### src/hw/rtl/fwpm_pkg.sv
// shared types and constants for the fuzzy wake phrase prefix matcher
package fwpm_pkg;
    localparam logic [4:0] CELL_MAX = 5'd31;

    // configuration register indexes
    typedef enum logic [1:0] {
        REG_CHARS_LOW  = 2'd0,
        REG_CHARS_HIGH = 2'd1,
        REG_LENGTH     = 2'd2,
        REG_MAX_EDITS  = 2'd3
    } t_reg_index;

    // controller to datapath commands
    typedef struct packed {
        logic start;
        logic row_init;
        logic cell_step;
        logic finish;
        logic out_load;
        logic clear;
    } t_cmd;

    // datapath to controller status
    typedef struct packed {
        logic do_row;
        logic last_cell;
        logic is_last;
    } t_status;

    function automatic logic is_skip(input logic [7:0] c);
        return c == 8'h20 || c == 8'h2c || c == 8'h2e || c == 8'h21 ||
               c == 8'h3f || c == 8'h3b || c == 8'h3a || c == 8'h2d;
    endfunction
endpackage

### src/hw/rtl/fwpm_if.sv
// valid/ready channel interfaces for items and configuration writes
interface fwpm_in_if;
    logic       valid;
    logic       ready;
    logic [7:0] text_byte;
    logic       is_last;
    modport source (output valid, text_byte, is_last, input ready);
    modport sink (input valid, text_byte, is_last, output ready);
endinterface

interface fwpm_out_if #(parameter int OFF_W = 11);
    logic             valid;
    logic             ready;
    logic             matched;
    logic [3:0]       distance;
    logic [OFF_W-1:0] remainder_start;
    logic [OFF_W-1:0] remainder_end;
    logic             text_too_long;
    modport source (output valid, matched, distance, remainder_start, remainder_end,
                    text_too_long, input ready);
    modport sink (input valid, matched, distance, remainder_start, remainder_end,
                  text_too_long, output ready);
endinterface

interface fwpm_cfg_if;
    logic        valid;
    logic        ready;
    logic [1:0]  index;
    logic [63:0] data;
    modport source (output valid, index, data, input ready);
    modport sink (input valid, index, data, output ready);
endinterface

### src/hw/rtl/fwpm_ctrl.sv
// sequencer for one item: bookkeeping, row sweep, result hand-off
module fwpm_ctrl (
    input  logic              i_clk,
    input  logic              i_rst_n,
    input  logic              i_in_valid,
    output logic              o_in_ready,
    output logic              o_out_valid,
    input  logic              i_out_ready,
    input  fwpm_pkg::t_status i_status,
    output fwpm_pkg::t_cmd    o_cmd
);
    typedef enum logic [2:0] {S_IDLE, S_PREP, S_ROW, S_DONE, S_OUT} t_state;
    t_state r_state;
    logic   r_out_valid;

    assign o_in_ready  = (r_state == S_IDLE) && !r_out_valid;
    assign o_out_valid = r_out_valid;

    // commands decoded from state
    always_comb begin
        o_cmd           = '0;
        o_cmd.start     = i_in_valid && o_in_ready;
        o_cmd.row_init  = (r_state == S_PREP) && i_status.do_row;
        o_cmd.cell_step = (r_state == S_ROW);
        o_cmd.finish    = (r_state == S_DONE);
        o_cmd.out_load  = (r_state == S_OUT);
        o_cmd.clear     = (r_state == S_OUT);
    end

    // state and output valid
    always_ff @(posedge i_clk) begin
        if (!i_rst_n) begin
            r_state     <= S_IDLE;
            r_out_valid <= 1'b0;
        end else begin
            if (r_out_valid && i_out_ready) r_out_valid <= 1'b0;
            case (r_state)
                S_IDLE: if (i_in_valid && o_in_ready) r_state <= S_PREP;
                S_PREP: r_state <= i_status.do_row ? S_ROW : S_DONE;
                S_ROW:  if (i_status.last_cell) r_state <= S_DONE;
                S_DONE: r_state <= i_status.is_last ? S_OUT : S_IDLE;
                S_OUT: begin
                    r_out_valid <= 1'b1;
                    r_state     <= S_IDLE;
                end
                default: r_state <= S_IDLE;
            endcase
        end
    end
endmodule

### src/hw/rtl/fwpm_datapath.sv
// distance row, one shared cell unit, offsets and result registers
module fwpm_datapath #(
    parameter int PHRASE_MAX = 16,
    parameter int MAX_TEXT   = 1024,
    parameter int OFF_W      = 11
) (
    input  logic              i_clk,
    input  logic              i_rst_n,
    input  logic              i_cfg_we,
    input  logic [1:0]        i_cfg_index,
    input  logic [63:0]       i_cfg_data,
    input  logic [7:0]        i_text_byte,
    input  logic              i_is_last,
    input  fwpm_pkg::t_cmd    i_cmd,
    output fwpm_pkg::t_status o_status,
    output logic              o_matched,
    output logic [3:0]        o_distance,
    output logic [OFF_W-1:0]  o_remainder_start,
    output logic [OFF_W-1:0]  o_remainder_end,
    output logic              o_text_too_long
);
    localparam int POS_W = $clog2(MAX_TEXT + 1);
    localparam int IDX_W = $clog2(PHRASE_MAX + 1);
    localparam logic [POS_W-1:0] MAX_POS = POS_W'(MAX_TEXT);

    logic [63:0] r_chars_low, r_chars_high;
    logic [4:0]  r_len_cfg;
    logic [2:0]  r_max_edits;

    logic [4:0]       r_row [PHRASE_MAX+1];
    logic [4:0]       r_kept;
    logic [3:0]       r_best;
    logic [POS_W-1:0] r_pos, r_start, r_nonspace;
    logic             r_pending, r_too_long;
    logic [7:0]       r_c;
    logic             r_last, r_do_row, r_check;
    logic [4:0]       r_diag, r_left;
    logic [IDX_W-1:0] r_j;

    logic             r_matched;
    logic [3:0]       r_distance;
    logic [OFF_W-1:0] r_rem_start;
    logic [OFF_W-1:0] r_rem_end;
    logic             r_out_too_long;

    // effective phrase length
    logic [4:0] len;
    assign len = (r_len_cfg > 5'(PHRASE_MAX)) ? 5'(PHRASE_MAX) : r_len_cfg;

    // byte classification
    logic       is_alnum;
    logic [7:0] c_low;
    assign is_alnum = (i_text_byte >= 8'h30 && i_text_byte <= 8'h39) ||
                      (i_text_byte >= 8'h61 && i_text_byte <= 8'h7a) ||
                      (i_text_byte >= 8'h41 && i_text_byte <= 8'h5a);
    assign c_low = (i_text_byte >= 8'h41 && i_text_byte <= 8'h5a) ?
                   i_text_byte + 8'h20 : i_text_byte;

    // next kept count and row gating
    logic [4:0] kept_nx;
    logic [5:0] limit;
    logic [4:0] lo;
    assign kept_nx = (r_kept < fwpm_pkg::CELL_MAX) ? r_kept + 5'd1 : r_kept;
    assign limit   = {1'b0, len} + 6'(r_max_edits);
    assign lo      = (len > 5'(r_max_edits)) ? len - 5'(r_max_edits) : 5'd1;

    // position after this byte
    logic [POS_W-1:0] after;
    assign after = (r_pos >= MAX_POS) ? MAX_POS : r_pos + 1'b1;

    // shared cell unit
    logic [4:0] jm1;
    logic [7:0] pch;
    logic [4:0] up;
    logic [5:0] v0, v1, v2;
    logic [4:0] cell_val;
    assign jm1 = 5'(r_j) - 5'd1;
    assign pch = jm1[3] ? r_chars_high[{jm1[2:0], 3'b000} +: 8]
                        : r_chars_low[{jm1[2:0], 3'b000} +: 8];
    assign up  = r_row[r_j];
    assign v0  = {1'b0, r_diag} + 6'(r_c != pch);
    assign v1  = ({1'b0, up} + 6'd1 < v0) ? {1'b0, up} + 6'd1 : v0;
    assign v2  = ({1'b0, r_left} + 6'd1 < v1) ? {1'b0, r_left} + 6'd1 : v1;
    assign cell_val = (v2 > 6'd31) ? fwpm_pkg::CELL_MAX : v2[4:0];

    assign o_status.do_row    = r_do_row;
    assign o_status.last_cell = (5'(r_j) >= len);
    assign o_status.is_last   = r_last;

    // final candidate check
    logic [4:0] d_fin;
    assign d_fin = r_row[len[IDX_W-1:0]];

    // configuration registers
    always_ff @(posedge i_clk) begin
        if (!i_rst_n) begin
            r_chars_low  <= '0;
            r_chars_high <= '0;
            r_len_cfg    <= '0;
            r_max_edits  <= 3'd2;
        end else if (i_cfg_we) begin
            case (i_cfg_index)
                fwpm_pkg::REG_CHARS_LOW:  r_chars_low  <= i_cfg_data;
                fwpm_pkg::REG_CHARS_HIGH: r_chars_high <= i_cfg_data;
                fwpm_pkg::REG_LENGTH:     r_len_cfg    <= i_cfg_data[4:0];
                fwpm_pkg::REG_MAX_EDITS:  r_max_edits  <= i_cfg_data[2:0];
                default: ;
            endcase
        end
    end

    // transcript state
    always_ff @(posedge i_clk) begin
        if (!i_rst_n || i_cmd.clear) begin
            for (int k = 0; k <= PHRASE_MAX; k++) r_row[k] <= 5'(k);
            r_kept     <= '0;
            r_best     <= 4'(r_max_edits) + 4'd1;
            r_pos      <= '0;
            r_start    <= '0;
            r_nonspace <= '0;
            r_pending  <= 1'b0;
            r_too_long <= 1'b0;
            r_do_row   <= 1'b0;
        end else begin
            if (i_cmd.start) begin
                r_c    <= c_low;
                r_last <= i_is_last;
                if (r_pos == '0) r_best <= 4'(r_max_edits) + 4'd1;
                if (r_pos >= MAX_POS) r_too_long <= 1'b1;
                r_pos <= after;
                if (r_pending) begin
                    if (fwpm_pkg::is_skip(i_text_byte)) r_start <= after;
                    else r_pending <= 1'b0;
                end
                if (i_text_byte != 8'h20) r_nonspace <= after;
                if (is_alnum) begin
                    r_kept   <= kept_nx;
                    r_do_row <= (len != 5'd0) && ({1'b0, kept_nx} <= limit);
                    r_check  <= (kept_nx >= lo);
                end else begin
                    r_do_row <= 1'b0;
                    r_check  <= 1'b0;
                end
            end
            if (i_cmd.row_init) begin
                r_diag   <= r_row[0];
                r_left   <= r_kept;
                r_row[0] <= r_kept;
                r_j      <= IDX_W'(1);
            end
            if (i_cmd.cell_step) begin
                r_row[r_j] <= cell_val;
                r_diag     <= up;
                r_left     <= cell_val;
                r_j        <= r_j + 1'b1;
            end
            if (i_cmd.finish && r_do_row && r_check) begin
                if (5'(r_best) > d_fin && d_fin <= 5'(r_max_edits)) begin
                    r_best    <= d_fin[3:0];
                    r_start   <= r_pos;
                    r_pending <= 1'b1;
                end
            end
        end
    end

    // result registers
    logic hit;
    logic [POS_W-1:0] end_off;
    assign hit     = r_best <= 4'(r_max_edits);
    assign end_off = (r_nonspace > r_start) ? r_nonspace : r_start;
    always_ff @(posedge i_clk) begin
        if (i_cmd.out_load) begin
            r_matched      <= hit;
            r_distance     <= hit ? r_best : 4'(r_max_edits) + 4'd1;
            r_rem_start    <= hit ? OFF_W'(r_start) : '0;
            r_rem_end      <= hit ? OFF_W'(end_off) : '0;
            r_out_too_long <= r_too_long;
        end
    end

    assign o_matched         = r_matched;
    assign o_distance        = r_distance;
    assign o_remainder_start = r_rem_start;
    assign o_remainder_end   = r_rem_end;
    assign o_text_too_long   = r_out_too_long;
endmodule

### src/hw/rtl/fuzzy_wake_phrase_prefix_match.sv
// top level of the fuzzy wake phrase prefix matcher
// Usage: transcript bytes enter on in_ch, one item per byte with is_last set on
// the final byte. Letters and digits advance one edit distance row against the
// configured phrase; on the last byte one result item leaves on out_ch with
// matched, distance, remainder offsets and the overlong flag. Other bytes
// produce no result.
// Timing: each accepted byte steps through the prep state, the row sweep when it
// updates the row, and the done state before the next byte is accepted; the row
// is swept one cell per cycle through a single shared cell unit. On a last byte
// the out state loads the result register and raises valid, and the next byte
// is accepted only after the result has been taken.
// Configuration: cfg_ch writes registers 0..3 (phrase low, phrase high,
// length, max edits); always ready, write only while idle.
// Reset: synchronous active low; clears configuration and transcript state.
// Stall: the result is held in the output register; the next byte is not
// accepted until the waiting result has been taken.
module fuzzy_wake_phrase_prefix_match #(
    parameter int PHRASE_MAX = 16,
    parameter int MAX_TEXT   = 1024
) (
    input logic        i_clk,
    input logic        i_rst_n,
    fwpm_in_if.sink    in_ch,
    fwpm_out_if.source out_ch,
    fwpm_cfg_if.sink   cfg_ch
);
    fwpm_pkg::t_cmd    cmd;
    fwpm_pkg::t_status status;

    assign cfg_ch.ready = 1'b1;

    fwpm_ctrl u_ctrl (
        .i_clk       (i_clk),
        .i_rst_n     (i_rst_n),
        .i_in_valid  (in_ch.valid),
        .o_in_ready  (in_ch.ready),
        .o_out_valid (out_ch.valid),
        .i_out_ready (out_ch.ready),
        .i_status    (status),
        .o_cmd       (cmd)
    );

    fwpm_datapath #(.PHRASE_MAX(PHRASE_MAX), .MAX_TEXT(MAX_TEXT), .OFF_W(11)) u_dp (
        .i_clk             (i_clk),
        .i_rst_n           (i_rst_n),
        .i_cfg_we          (cfg_ch.valid),
        .i_cfg_index       (cfg_ch.index),
        .i_cfg_data        (cfg_ch.data),
        .i_text_byte       (in_ch.text_byte),
        .i_is_last         (in_ch.is_last),
        .i_cmd             (cmd),
        .o_status          (status),
        .o_matched         (out_ch.matched),
        .o_distance        (out_ch.distance),
        .o_remainder_start (out_ch.remainder_start),
        .o_remainder_end   (out_ch.remainder_end),
        .o_text_too_long   (out_ch.text_too_long)
    );

    // no new item while a result waits
    a_no_accept_with_result: assert property (@(posedge i_clk) disable iff (!i_rst_n)
        out_ch.valid |-> !in_ch.ready) else $error("item accepted over pending result");
    // a result only follows the load command
    a_valid_after_load: assert property (@(posedge i_clk) disable iff (!i_rst_n)
        $rose(out_ch.valid) |-> $past(cmd.out_load)) else $error("result without load");
    // commands of the sweep never overlap acceptance
    a_cmd_exclusive: assert property (@(posedge i_clk) disable iff (!i_rst_n)
        $onehot0({cmd.start, cmd.row_init, cmd.cell_step, cmd.finish, cmd.out_load}))
        else $error("overlapping commands");
    // matched result keeps distance within limit
    a_match_dist: assert property (@(posedge i_clk) disable iff (!i_rst_n)
        (out_ch.valid && out_ch.matched) |-> out_ch.distance <= 4'd7)
        else $error("matched with large distance");
endmodule

### src/flat_wrapper.sv
// flat-port wrapper written by rule: the top's interface ports become plain ports
module fuzzy_wake_phrase_prefix_match_flat 
#(
    parameter int PHRASE_MAX = 16,
    parameter int MAX_TEXT   = 1024
)
  (i_clk, i_rst_n, in_ch_valid, in_ch_text_byte, in_ch_is_last, in_ch_ready, out_ch_valid, out_ch_matched, out_ch_distance, out_ch_remainder_start, out_ch_remainder_end, out_ch_text_too_long, out_ch_ready, cfg_ch_valid, cfg_ch_index, cfg_ch_data, cfg_ch_ready);
  fwpm_in_if in_ch_i ();
  fwpm_out_if out_ch_i ();
  fwpm_cfg_if cfg_ch_i ();
  input logic i_clk;
  input logic i_rst_n;
  input wire logic [$bits(in_ch_i.valid)-1:0] in_ch_valid;
  input wire logic [$bits(in_ch_i.text_byte)-1:0] in_ch_text_byte;
  input wire logic [$bits(in_ch_i.is_last)-1:0] in_ch_is_last;
  output wire logic [$bits(in_ch_i.ready)-1:0] in_ch_ready;
  output wire logic [$bits(out_ch_i.valid)-1:0] out_ch_valid;
  output wire logic [$bits(out_ch_i.matched)-1:0] out_ch_matched;
  output wire logic [$bits(out_ch_i.distance)-1:0] out_ch_distance;
  output wire logic [$bits(out_ch_i.remainder_start)-1:0] out_ch_remainder_start;
  output wire logic [$bits(out_ch_i.remainder_end)-1:0] out_ch_remainder_end;
  output wire logic [$bits(out_ch_i.text_too_long)-1:0] out_ch_text_too_long;
  input wire logic [$bits(out_ch_i.ready)-1:0] out_ch_ready;
  input wire logic [$bits(cfg_ch_i.valid)-1:0] cfg_ch_valid;
  input wire logic [$bits(cfg_ch_i.index)-1:0] cfg_ch_index;
  input wire logic [$bits(cfg_ch_i.data)-1:0] cfg_ch_data;
  output wire logic [$bits(cfg_ch_i.ready)-1:0] cfg_ch_ready;
  assign in_ch_i.valid = in_ch_valid;
  assign in_ch_i.text_byte = in_ch_text_byte;
  assign in_ch_i.is_last = in_ch_is_last;
  assign in_ch_ready = in_ch_i.ready;
  assign out_ch_valid = out_ch_i.valid;
  assign out_ch_matched = out_ch_i.matched;
  assign out_ch_distance = out_ch_i.distance;
  assign out_ch_remainder_start = out_ch_i.remainder_start;
  assign out_ch_remainder_end = out_ch_i.remainder_end;
  assign out_ch_text_too_long = out_ch_i.text_too_long;
  assign out_ch_i.ready = out_ch_ready;
  assign cfg_ch_i.valid = cfg_ch_valid;
  assign cfg_ch_i.index = cfg_ch_index;
  assign cfg_ch_i.data = cfg_ch_data;
  assign cfg_ch_ready = cfg_ch_i.ready;
  fuzzy_wake_phrase_prefix_match #(.PHRASE_MAX(PHRASE_MAX), .MAX_TEXT(MAX_TEXT)) u_core (.i_clk(i_clk), .i_rst_n(i_rst_n), .in_ch(in_ch_i), .out_ch(out_ch_i), .cfg_ch(cfg_ch_i));
endmodule
### config.mk
export PLATFORM = sky130hd
export DESIGN_NAME = fuzzy_wake_phrase_prefix_match_flat
export DESIGN_NICKNAME = d
export VERILOG_FILES = /design/src/hw/rtl/fwpm_pkg.sv /design/src/hw/rtl/fwpm_if.sv /design/src/hw/rtl/fwpm_ctrl.sv /design/src/hw/rtl/fwpm_datapath.sv /design/src/hw/rtl/fuzzy_wake_phrase_prefix_match.sv /design/src/flat_wrapper.sv
export SDC_FILE = /design/constraint.sdc
export NUM_CORES = 1
export LEC_CHECK = 0
export ABC_AREA = 1
export BUFFER_PORTS_ARGS = -buffer_cell sky130_fd_sc_hd__buf_2
export CAP_MARGIN = 0
export CORE_MARGIN = 4
export CORE_UTILIZATION = 67
export CTS_CLUSTER_DIAMETER = 60
export DETAILED_ROUTE_END_ITERATION = 16
export PLACE_DENSITY = 0.86
export SLEW_MARGIN = 0
export SYNTH_ARGS = -nofsm -noshare
export SYNTH_HDL_FRONTEND = slang
export SYNTH_HIERARCHICAL = 1
export SYNTH_SLANG_ARGS = --single-unit
### constraint.sdc
create_clock -name i_clk -period 15.79 [get_ports i_clk]
set_input_delay 3.158 -clock i_clk [delete_from_list [all_inputs] [get_ports i_clk]]
set_output_delay 3.158 -clock i_clk [all_outputs]
set_load 0.05 [all_outputs]
Word level (Yosys, flattened, before mapping):

Memory sizes are Yosys's and may differ from the RTL's. A register that Yosys moved wholly into a read port is not among the register bits.
Index checks and enable logic that the tools add are counted.
Widths: inputs -> output; s select.

* add/subtract/negate cells: 11
* magnitude comparators: 20
* equal/unequal tests: 19
* shift operators: 2
* muxes and demuxes: 53
* bitwise gates (word level): 2
* reduce and logical (&&, ||, !) cells: 40

Operators by type and width (count)
* $shiftx 64x7->8: 2
* $mux 11: 7
* $mux 5: 14
* $eq 8x6->1 const B: 8
* $mux 4: 6
* $reduce_and 2->1: 10
* $mux 1: 18
* $ge 8x7->1 const B: 2
* $le 8x7->1 const B: 2
* $mux 8: 2
* $add 5x1->6 const B: 2
* $lt 6x6->1: 2
* $mux 6: 2
* $pmux 3 s4: 1
* $add 11x1->11 const B: 1
* $ge 11x11->1 const B: 1
* $gt 11x11->1: 1
* $logic_and 1x1->1: 11
* $logic_not 11->1: 1
* $add 5x1->5 const B: 2
* $ge 5x5->1: 2
* $logic_or 1x1->1: 10
* $mux 3: 3
* $add 8x6->8 const B: 1
* other kinds (32): 36

* register bits: 238
* RAM bits: 85
* input port bits: 80
* output and inout bits: 31
* logic and storage cells: 173
* memories kept: 1

Memories
* u_core.u_dp.r_row: words 17, width 5, read ports 3, clocked after memory_dff 1, write ports 17, RTL line fwpm_datapath.sv:30 `logic [4:0] r_row [PHRASE_MAX+1];`

Logic depth before layout (Yosys ltp):

Gate-level depths: netlist of run 1.

* depth in word-level cells: 13
* depth in mapped cells: 38

By module:

Netlist of run 1, hierarchy kept.

Modules (own cells, without submodules)
* fwpm_datapath: times used 1, cells an instance 2536, area each 20596.0 um^2, seq. area each 10119.7 um^2
* fwpm_ctrl: times used 1, cells an instance 35, area each 230.2 um^2, seq. area each 80.1 um^2
* fuzzy_wake_phrase_prefix_match: times used 1, cells an instance 2, area each 11.3 um^2, seq. area each 0.0 um^2

Worst setup path before layout of run 1:

No wires, ideal clock.

* path kind: register -> register
* start: reg u_core.u_dp.r_j[0]
* end: reg u_core.u_dp.r_left[4], data pin
* arrival time: 6.150 ns
* data required time: 15.536 ns
* path slack: 9.386 ns
* stages on the path, launching flop included: 35
* path through: edfxtp_1 -> inv_1 -> clkbuf_1 -> clkbuf_1 -> ha_1 -> clkbuf_1 -> clkinv_1 -> clkbuf_1 -> nand3_1 -> a32o_1 -> xnor2_1 -> nor4_1 -> nand4_1 -> ha_1 -> ha_1 -> inv_1 -> ha_1 -> a21oi_1 -> nand2_1 -> nand3_1 -> nand2_1 -> nand2_1 -> nand2_1 -> buf_2 -> a21oi_1 -> ha_1 -> a21oi_1 -> nor2_1 -> a211oi_1 -> nand3b_1 -> nand2_2 -> buf_8 -> nand2_1 -> nand2_1 -> nand2_1

* longest elaborated chain between the ends: 12

RTL lines
* start, declared: RTL line fwpm_datapath.sv:38 `logic [IDX_W-1:0] r_j;`
* start signal, assigned: RTL line fwpm_datapath.sv:155 `r_j <= r_j + 1'b1;`
* $sub 4x1->4 (*): RTL line fwpm_datapath.sv:77 `assign jm1 = 5'(r_j) - 5'd1;`
* $shiftx 64x7->8 (on tied branches): RTL line fwpm_datapath.sv:79, fwpm_datapath.sv:78
* $mux 8 (*): RTL line fwpm_datapath.sv:78 `assign pch = jm1[3] ? r_chars_high[{jm1[2:0], 3'b000} +: 8]`
* $ne 8x8->1 (*): RTL line fwpm_datapath.sv:81 `assign v0 = {1'b0, r_diag} + 6'(r_c != pch);`
* $add 5x1->6 (*): RTL line fwpm_datapath.sv:81
* $lt 6x6->1: RTL line fwpm_datapath.sv:82 `assign v1 = ({1'b0, up} + 6'd1 < v0) ? {1'b0, up} + 6'd1 : v0;`
* $mux 6 (*): RTL line fwpm_datapath.sv:82
* $lt 6x6->1: RTL line fwpm_datapath.sv:83 `assign v2 = ({1'b0, r_left} + 6'd1 < v1) ? {1'b0, r_left} + 6'd1 : v1;`
* $mux 6 (*): RTL line fwpm_datapath.sv:83
* $gt 6x5->1: RTL line fwpm_datapath.sv:84 `assign cell_val = (v2 > 6'd31) ? fwpm_pkg::CELL_MAX : v2[4:0];`
* $mux 5 (*): RTL line fwpm_datapath.sv:84
* via u_core.u_dp.cell_val[4]: RTL line fwpm_datapath.sv:76 `logic [4:0] cell_val;`
* $mux 5 (*): RTL line fwpm_datapath.sv:151 `if (i_cmd.cell_step) begin`
* end signal, assigned: RTL line fwpm_datapath.sv:147 `r_left <= r_kept;`
* end signal, assigned: RTL line fwpm_datapath.sv:154 `r_left <= cell_val;`
* end, declared: RTL line fwpm_datapath.sv:37 `logic [4:0] r_diag, r_left;`

Mark *: on every way through the listed nets, which the timed path passes. The rest lies on a longest branch.
A chain may end at the register's enable or synchronous reset.

==> results of run 1 <==
cell usage after synthesis (3+ instances only):
cell	instances	area [µm²]
buf_4	14	105
nand2_1	433	1630
o21ai_1	3	15.0
buf_1	3	11.3
nor4_1	7	43.8
o211ai_1	18	135
or2_2	4	25.0
nand3b_1	4	30.0
o21bai_1	4	30.0
o31ai_1	4	30.0
o22a_1	3	26.3
buf_6	9	101
xnor2_1	9	78.8
nand3_1	197	986
buf_2	17	85.1
a31oi_1	10	62.6
nor2_1	362	1360
dfxtp_1	190	3800
a21boi_0	15	113
a211oi_1	8	60.1
o22ai_1	8	50.1
nor3_1	23	115
inv_6	3	26.3
a21oi_1	178	891
nand2_2	4	25.0
ha_1	65	813
nand4_1	9	56.3
clkinv_1	5	18.8
inv_1	238	893
xor2_1	11	96.3
a22oi_1	3	22.5
a32o_1	6	60.1
clkbuf_1	107	402
edfxtp_1	213	6400
mux2i_1	35	350
inv_2	8	30.0
o21ai_0	319	1600
area by class of cell:
cell class,instances,share of cell area [%]
sequential,403,44.9
multi-input combinational,1764,39.5
clock buffer,68,5.84
inverter,254,4.26
timing repair buffer,129,3.06
tap,396,2.18
clock inverter,9,0.314
antenna,1,0.0110
through the flow:
stage | utilization [%] | instances | hold WS (ns) | area [µm²]
global placement | 69.6 | 2946 | 0.419 | 21300
CTS | 74.2 | 3023 | 0.438 | 22700
detailed placement | 69.6 | 2946 | 0.424 | 21300
floorplan | - | 2573 | 0.409 | 20800
finish | 74.2 | 3024 | 0.437 | 22700
global route | 74.2 | 3023 | 0.444 | 22700
path summary, 6_finish.rpt:
| kind | startpoint | to | slack [ns] | cells after the start |
|---|---|---|---|---|
| worst max-delay path | u_core/u_dp/r_j[0] | u_core/u_dp/r_row[1][0] | 7.54 | 30 |
| worst min-delay path | u_core/u_dp/r_too_long | u_core/u_dp/o_text_too_long | 0.44 | 0 |
| worst max register to register | u_core/u_dp/r_j[0] | u_core/u_dp/r_row[1][0] | 7.54 | 30 |
| worst min register to register | u_core/u_dp/r_too_long | u_core/u_dp/o_text_too_long | 0.44 | 0 |
report_power, final:
group | internal (mW) | leakage, nW | switching [mW]
logic | 0.142 | 5.29 | 0.404
clock network | 0.592 | 0.682 | 0.401
registers | 1.19 | 3.49 | 0.0345
kinds of logic after synthesis:
logic type	Yosys count	share of synthesized area (%)
adder cells (fa/ha/maj)	67	4.10
AND/OR/NAND/NOR	1050	20.9
AO/OA/AOI/OAI	591	15.4
multiplexers	35	1.68
buffers and inverters	406	8.12
XOR/XNOR	20	0.841
flip-flops	403	48.9
other	1	0.0180
layer usage:
metal,vias up,part of all wire (%)
met5,-,0
met4,0,4.8
met3,241,11
met2,1275,46
met1,8622,37
li1,8689,-
registers in the layout (all words and copies together), names as in the netlist, 3 cells and up, named ones only:
name and flops:
u_core/u_dp/r_diag 5, u_core/u_dp/r_start 11, u_core/u_dp/r_c 8, u_core/u_dp/o_remainder_start 11, u_core/u_dp/r_left 5, u_core/u_dp/r_best 4, u_core/u_dp/r_len_cfg 5, u_core/u_dp/r_nonspace 11
u_core/u_dp/r_row 160, u_core/u_dp/r_pos 11, u_core/u_ctrl/r_state 3, u_core/u_dp/r_chars_low 64, u_core/u_dp/r_chars_high 64, u_core/u_dp/o_remainder_end 11, u_core/u_dp/r_kept 5, u_core/u_dp/r_max_edits 3
u_core/u_dp/o_distance 4, u_core/u_dp/r_j 5
cells in the final DEF, fill, tap and decap left out, drive strengths merged, types with 2 or more instances in the layout:
cell and instances:
nand3b 4, a211oi 8, or2 4, dfxtp 190
a21boi 15, buf 129, nand3 197, o21bai 4
inv 249, edfxtp 213, a32o 6, o22ai 8
ha 65, o221ai 2, xor2 11, xnor2 9
a22oi 3, nor4 7, o31ai 4, nand2 441
o211ai 19, nor3 25, nor2 362, a21oi 178
o21ai 322, mux2i 35, o22a 3, a221oi 2
clkinv 12, clkbuf 68, fa 2, nand4 9
a31oi 10
==> qor.yml, run 1 <==
critPathSlowestCell: "a211oi_1"
clock_tree.root_cell: "clkbuf_16"
cts-hold-fix-buffers: 0
cp_max_fo: 67
cts_made_buffers: 42
rsz0062_at_grt: "no"
fp.dieH_um: 184
grt_busiest_layer: "met2"
number_of_buffers_and_inverters_on_the_critical_path: 5
number_of_enable_flip_flop_cells_after_synthesis: 213
layout-drive-gt1-share_pct: 8.49
synth.ff_latch_count: 403
status: "completed"
row_count: 64
number_of_antenna_violations_at_the_first_check_in_global_routing: 1
timing_worst_slew_pin_value_ns: 1.25
synthCells: 2573
fin_nets: 2741
synth.yosys.seq_area_share_pct: 48.9
track_usage_pct: 32.9
drt_drc_violations_left: 0
cell_area_after_synthesis_mm2: 0.0208
cts_tree: "done"
timing.final.crit_share_pct: 52.2
start_util_pct: 67.9
total_power_mw: 2.77
drt_pass1_iterations: 6
cts.sinks: 403
multiInputGateArea_mm2: 0.00898
worst_path_most_repeated_cell: "nand2_1"
clk_path_buf_depth: 3
required_ns: 16.06
synthToLayoutAreaGrowth_pct: 9.15
p_leak_nw: 9.46
portBuffers: 109
worstSetupStartpointType: "register"
final_antenna_net_count: 0
worst_clock_skew_ns: 0.0190
n_fill_cell: 2178
cts.htree.levels: 2
power_density_mw_per_mm2: 122
num_vias: 18800
totalNegativeSetupSlack_ns: 0
grt_remaining_overflow: 0
groute.layer.met3.usage_pct: 5.76
final-setup-viol-count: 0
min_path_type: "register to register"
post-dp-hpwl_um: 37200
worst_path_largest_cell_delay_ns: 0.76
detailedPlace.worstSlack_ns: 7.78
drt-initial-drc-count: 2408
grt.met2_usage_pct: 53.9
ys_async_sr_fraction_pct: 0
setup.worst_path.class: "register to register"
placer_congestion: 0.946
critical_path.top_delay_family: "simple AND/OR/NAND/NOR gates"
worst_ir_drop_vdd_mv: 0.0860
cts_resized: 0
yosys_most_used_dff: "edfxtp_1"
post-route-worst-setup-slack_ns: 7.54
clk_latency_ns: 0.54
design.die.area_mm2: 0.0340
min_period_ns: 8.25
maxCapViolCount: 0
timing_hold_violations_final: 0
regArea_mm2: 0.0102
cts.repair_timing.setup_buffer_count: 0
synthDistinctLibCells: 56
syn_area_per_cell_um2: 8.10
design.core.area_mm2: 0.0307
slew-limit-headroom_pct: 16.2
die_w_um: 184
maximum_number_of_pins_on_one_net_before_global_route_repair: 140
report.final.slew_viol_count: 0
grt_pass1_wl_um: 90600
clkSlewWorstSetupHoldPaths_ns: 0.06
route.detailed.wl_per_inst_um: 19.0
io-pin-count: 111
fmax_mhz: 121
drt-total-wl_um: 57400
critical_path.endpoint_type: "register"
postSynthNetCount: 2720
first_global_vias: 18000
yosysWarnings: 6
fraction_of_met1_tracks_used_by_global_routing_pct: 43.1
vias_per_cell: 6.23
cp_data_arrival_time_ns: 8.52
(Power assumes the default switching activity.)
==> inputs of run 2 (changes only) <==
- ABC_AREA: 1 -> 0
- CORE_UTILIZATION: 67 -> 56
- PLACE_DENSITY: 0.86 -> 0.77
- clock period: 15.79 -> 7 ns (I/O delays scaled with it)
==> qor.yml, run 2 <==
status: "completed"
yosys_most_used_dff: "edfxtp_1"
timing_worst_slew_pin_value_ns: 1.05
largest_register_ff_count: 160
critPathSlowestCell: "mux4_2"
drt-total-wl_um: 51300
layout_commonest_cell: "nand2_1"
num_vias: 15000
reg2reg_to: "u_core/u_dp/r_row[25][4]"
p_comb_share_pct: 16.4
cts.htree.levels: 2
cts_tree: "done"
fmax_mhz: 148
synth_commonest_cells: "nand2_1, edfxtp_1, dfxtp_1"
start_util_pct: 57.2
vias_per_cell: 6.10
routed_length_on_met2_um: 24600
synth.yosys.seq_area_share_pct: 49.8
route.detailed.wl_per_inst_um: 20.8
p_leak_nw: 8.37
slew-limit-headroom_pct: 29.8
postLayoutCoreUtil_pct: 64.0
regArea_mm2: 0.0102
cp-startpoint: "u_core/u_dp/r_j[0]"
clock_power_share_pct: 37.2
fin_nets: 2121
detailedPlace.worstSlack_ns: -0.0277
cts.sinks: 403
dp.cells: 2382
maxCapViolCount: 0
timing.final.crit_share_pct: 96.4
worst_ir_drop_vdd_mv: 0.199
postSynthNetCount: 2045
portBuffers: 109
grt_pass1_wl_um: 80500
required_ns: 7.30
setup.worst_path.class: "register to register"
placer_congestion: 0.908
yosysWarnings: 6
synthDistinctLibCells: 70
p_switching_mw: 1.56
power_density_mw_per_mm2: 252
worstSetupStartpointType: "register"
design.die.area_mm2: 0.0397
totalNegativeSetupSlack_ns: 0
grt_remaining_overflow: 0
synth.largest_area_cell: "edfxtp_1"
design.core.area_mm2: 0.0358
worst_path_largest_cell_delay_ns: 0.45
row_count: 69
synthCells: 1898
number_of_enable_flip_flop_cells_after_synthesis: 213
final-setup-viol-count: 0
crit_path_end: "u_core/u_dp/r_row[25][4]"
cellInternalPower_mw: 4.21
die_w_um: 199
track_usage_pct: 25.6
stdcell_count: 2465
critical_path.reg2reg.startpoint: "u_core/u_dp/r_j[0]"
reg.largest.list: "u_core/u_dp/r_row: 160 flops, u_core/u_dp/r_chars_high: 64 flops, u_core/u_dp/r_chars_low: 64 flops"
fp.dieH_um: 199
cp_max_fo: 15
drt-initial-drc-count: 1550
drt_pass1_iterations: 6
number_of_antenna_violations_at_the_first_check_in_global_routing: 1
drt_drc_violations_left: 0
dr_wl_met3_um: 4430
topRoutingLayerUsed: "met5"
post-dp-hpwl_um: 35900
cell_area_after_synthesis_mm2: 0.0205
n_fill_cell: 2647
critical_path.endpoint_type: "register"
sw_frac_of_total_pct: 27.0
report.final.slew_viol_count: 0
yosys.cell_count.top_type: "nand2_1"
clk_path_buf_depth: 3
most-common-layout-cells: "nand2_1, edfxtp_1, dfxtp_1"
total_power_mw: 5.77
min_path_type: "register to register"
syn_area_per_cell_um2: 10.8
post-route-worst-setup-slack_ns: 0.252
clkSlewWorstSetupHoldPaths_ns: 0.06
cts_made_buffers: 42
ys_top_cells_by_area: "edfxtp_1, dfxtp_1, mux4_2"
registers.top_by_ff_count: "u_core/u_dp/r_row"
maximum_number_of_pins_on_one_net_before_global_route_repair: 128
ys_async_sr_fraction_pct: 0
clk_latency_ns: 0.57
depth_of_the_worst_register_to_register_path: 29
clock_tree.root_cell: "clkbuf_16"
multiInputGateArea_mm2: 0.00964
timing_hold_violations_final: 0
cp_data_arrival_time_ns: 7.05
worst_clock_skew_ns: 0.0237
final_antenna_net_count: 0
routed_metal_1_wirelength_um: 21000
ff2ff_setup_slack_ns: 0.25
first_global_vias: 14600
pwr-share-seq_pct: 46.4
io-pin-count: 111
synthDominantCellAreaShare_pct: 31.2
min_period_ns: 6.75
layout-drive-gt1-share_pct: 17.3
synth.ff_latch_count: 403
synthToLayoutAreaGrowth_pct: 11.9
==> run 2: cell count changes in the layout (fill, tap and decap cells not counted), sizes merged, moves of 20 or more <==
cell    previous run  this run
inv              249        64
mux2i             35       133
nand2            441       384
nand3            197        26
nor2             362       156
a21boi            15       129
o21ai            322        21
nor2b              0        24
mux4               0        80
a21oi            178        50
buf              129       149
==> run 2: per-layer routing <==
| layer | GRT usage, % | up-vias |
|---|---|---|
| li1 | - | 6900 |
| met1 | 35.1 | 7375 |
| met2 | 42.2 | 661 |
| met3 | 4.96 | 100 |
| met4 | 7.14 | 2 |
| met5 | 0 | - |
==> run 2: power groups by stage <==
stage,Sequential [mW],Clock [mW],Combinational [mW]
5_1_grt,2.69,2.28,1.03
4_1_cts,2.68,2.18,0.899
2_1_floorplan,2.70,0,0.662
3_5_place_dp,2.73,0,0.882
6_report,2.68,2.15,0.947
3_3_place_gp,2.73,0,0.853
==> run 2: critical path, delay by kind of cell (launching register included) <==
family                     cells  cell delay, ns
xor gates and xnor gates       2            0.32
AOI/OAI and AO/OA              9            1.64
muxes                          5            1.29
adders and majority gates      4            0.99
DFF                            1            0.44
buffers and inverters          5            0.79
and+or+nand+nor                4            0.99
==> run 2: area by class of cell <==
cell class / instances / area share (%)
flip-flops and latches: 403 / 44.5
inverters: 63 / 1.05
multi-input cells: 1313 / 42.0
clock inverters: 15 / 0.600
diodes: 1 / 0.0109
repair buffers: 151 / 4.13
well taps: 461 / 2.52
clock buffers: 58 / 5.16
==> run 2: worst min path at each step <==
stage / from / end / slack (ns) / depth (start not counted)
after global placement: u_core/u_dp/r_last / u_core/u_ctrl/r_state[2] / 0.45 / 1
final: u_core/u_dp/r_too_long / u_core/u_dp/o_text_too_long / 0.46 / 0
after global routing: u_core/u_dp/r_last / u_core/u_ctrl/r_state[2] / 0.48 / 1
after CTS: u_core/u_dp/r_chars_high[52] / u_core/u_dp/r_chars_high[52] / 0.47 / 2
after detailed placement: u_core/u_dp/r_too_long / u_core/u_dp/o_text_too_long / 0.45 / 0
after floorplan: u_core/u_dp/r_too_long / u_core/u_dp/o_text_too_long / 0.41 / 0
==> run 2: kinds of logic (layout without fill, tap and decap cells) <==
logic type | after synthesis | after routing | synth area share, %
AND/OR/NAND/NOR | 702 | 702 | 15.0
flip-flops | 403 | 403 | 49.8
AO/OA/AOI/OAI | 285 | 285 | 9.70
multiplexers | 220 | 220 | 16.0
buffers and inverters | 182 | 287 | 3.74
adder cells (fa/ha/maj) | 67 | 67 | 4.16
XOR/XNOR | 38 | 38 | 1.62
other | 1 | 2 | 0.0183
==> run 2: per-stage QoR <==
| step | area, µm² | hold slack, ns |
|---|---|---|
| after global placement | 21400 | 0.451 |
| after floorplan | 20500 | 0.409 |
| after detailed placement | 21400 | 0.450 |
| after global routing | 22900 | 0.480 |
| final | 22900 | 0.457 |
| after CTS | 22800 | 0.468 |
==> run 2: timing repair <==
action | 4_1_cts | 5_1_grt
pin swaps | 1 | 5
hold buffers | 0 | 0
resized for setup | 0 | 19
endpoints found under the setup margin | 48 | 160
cloned | 0 | 4
buffers inserted | 2 | 3
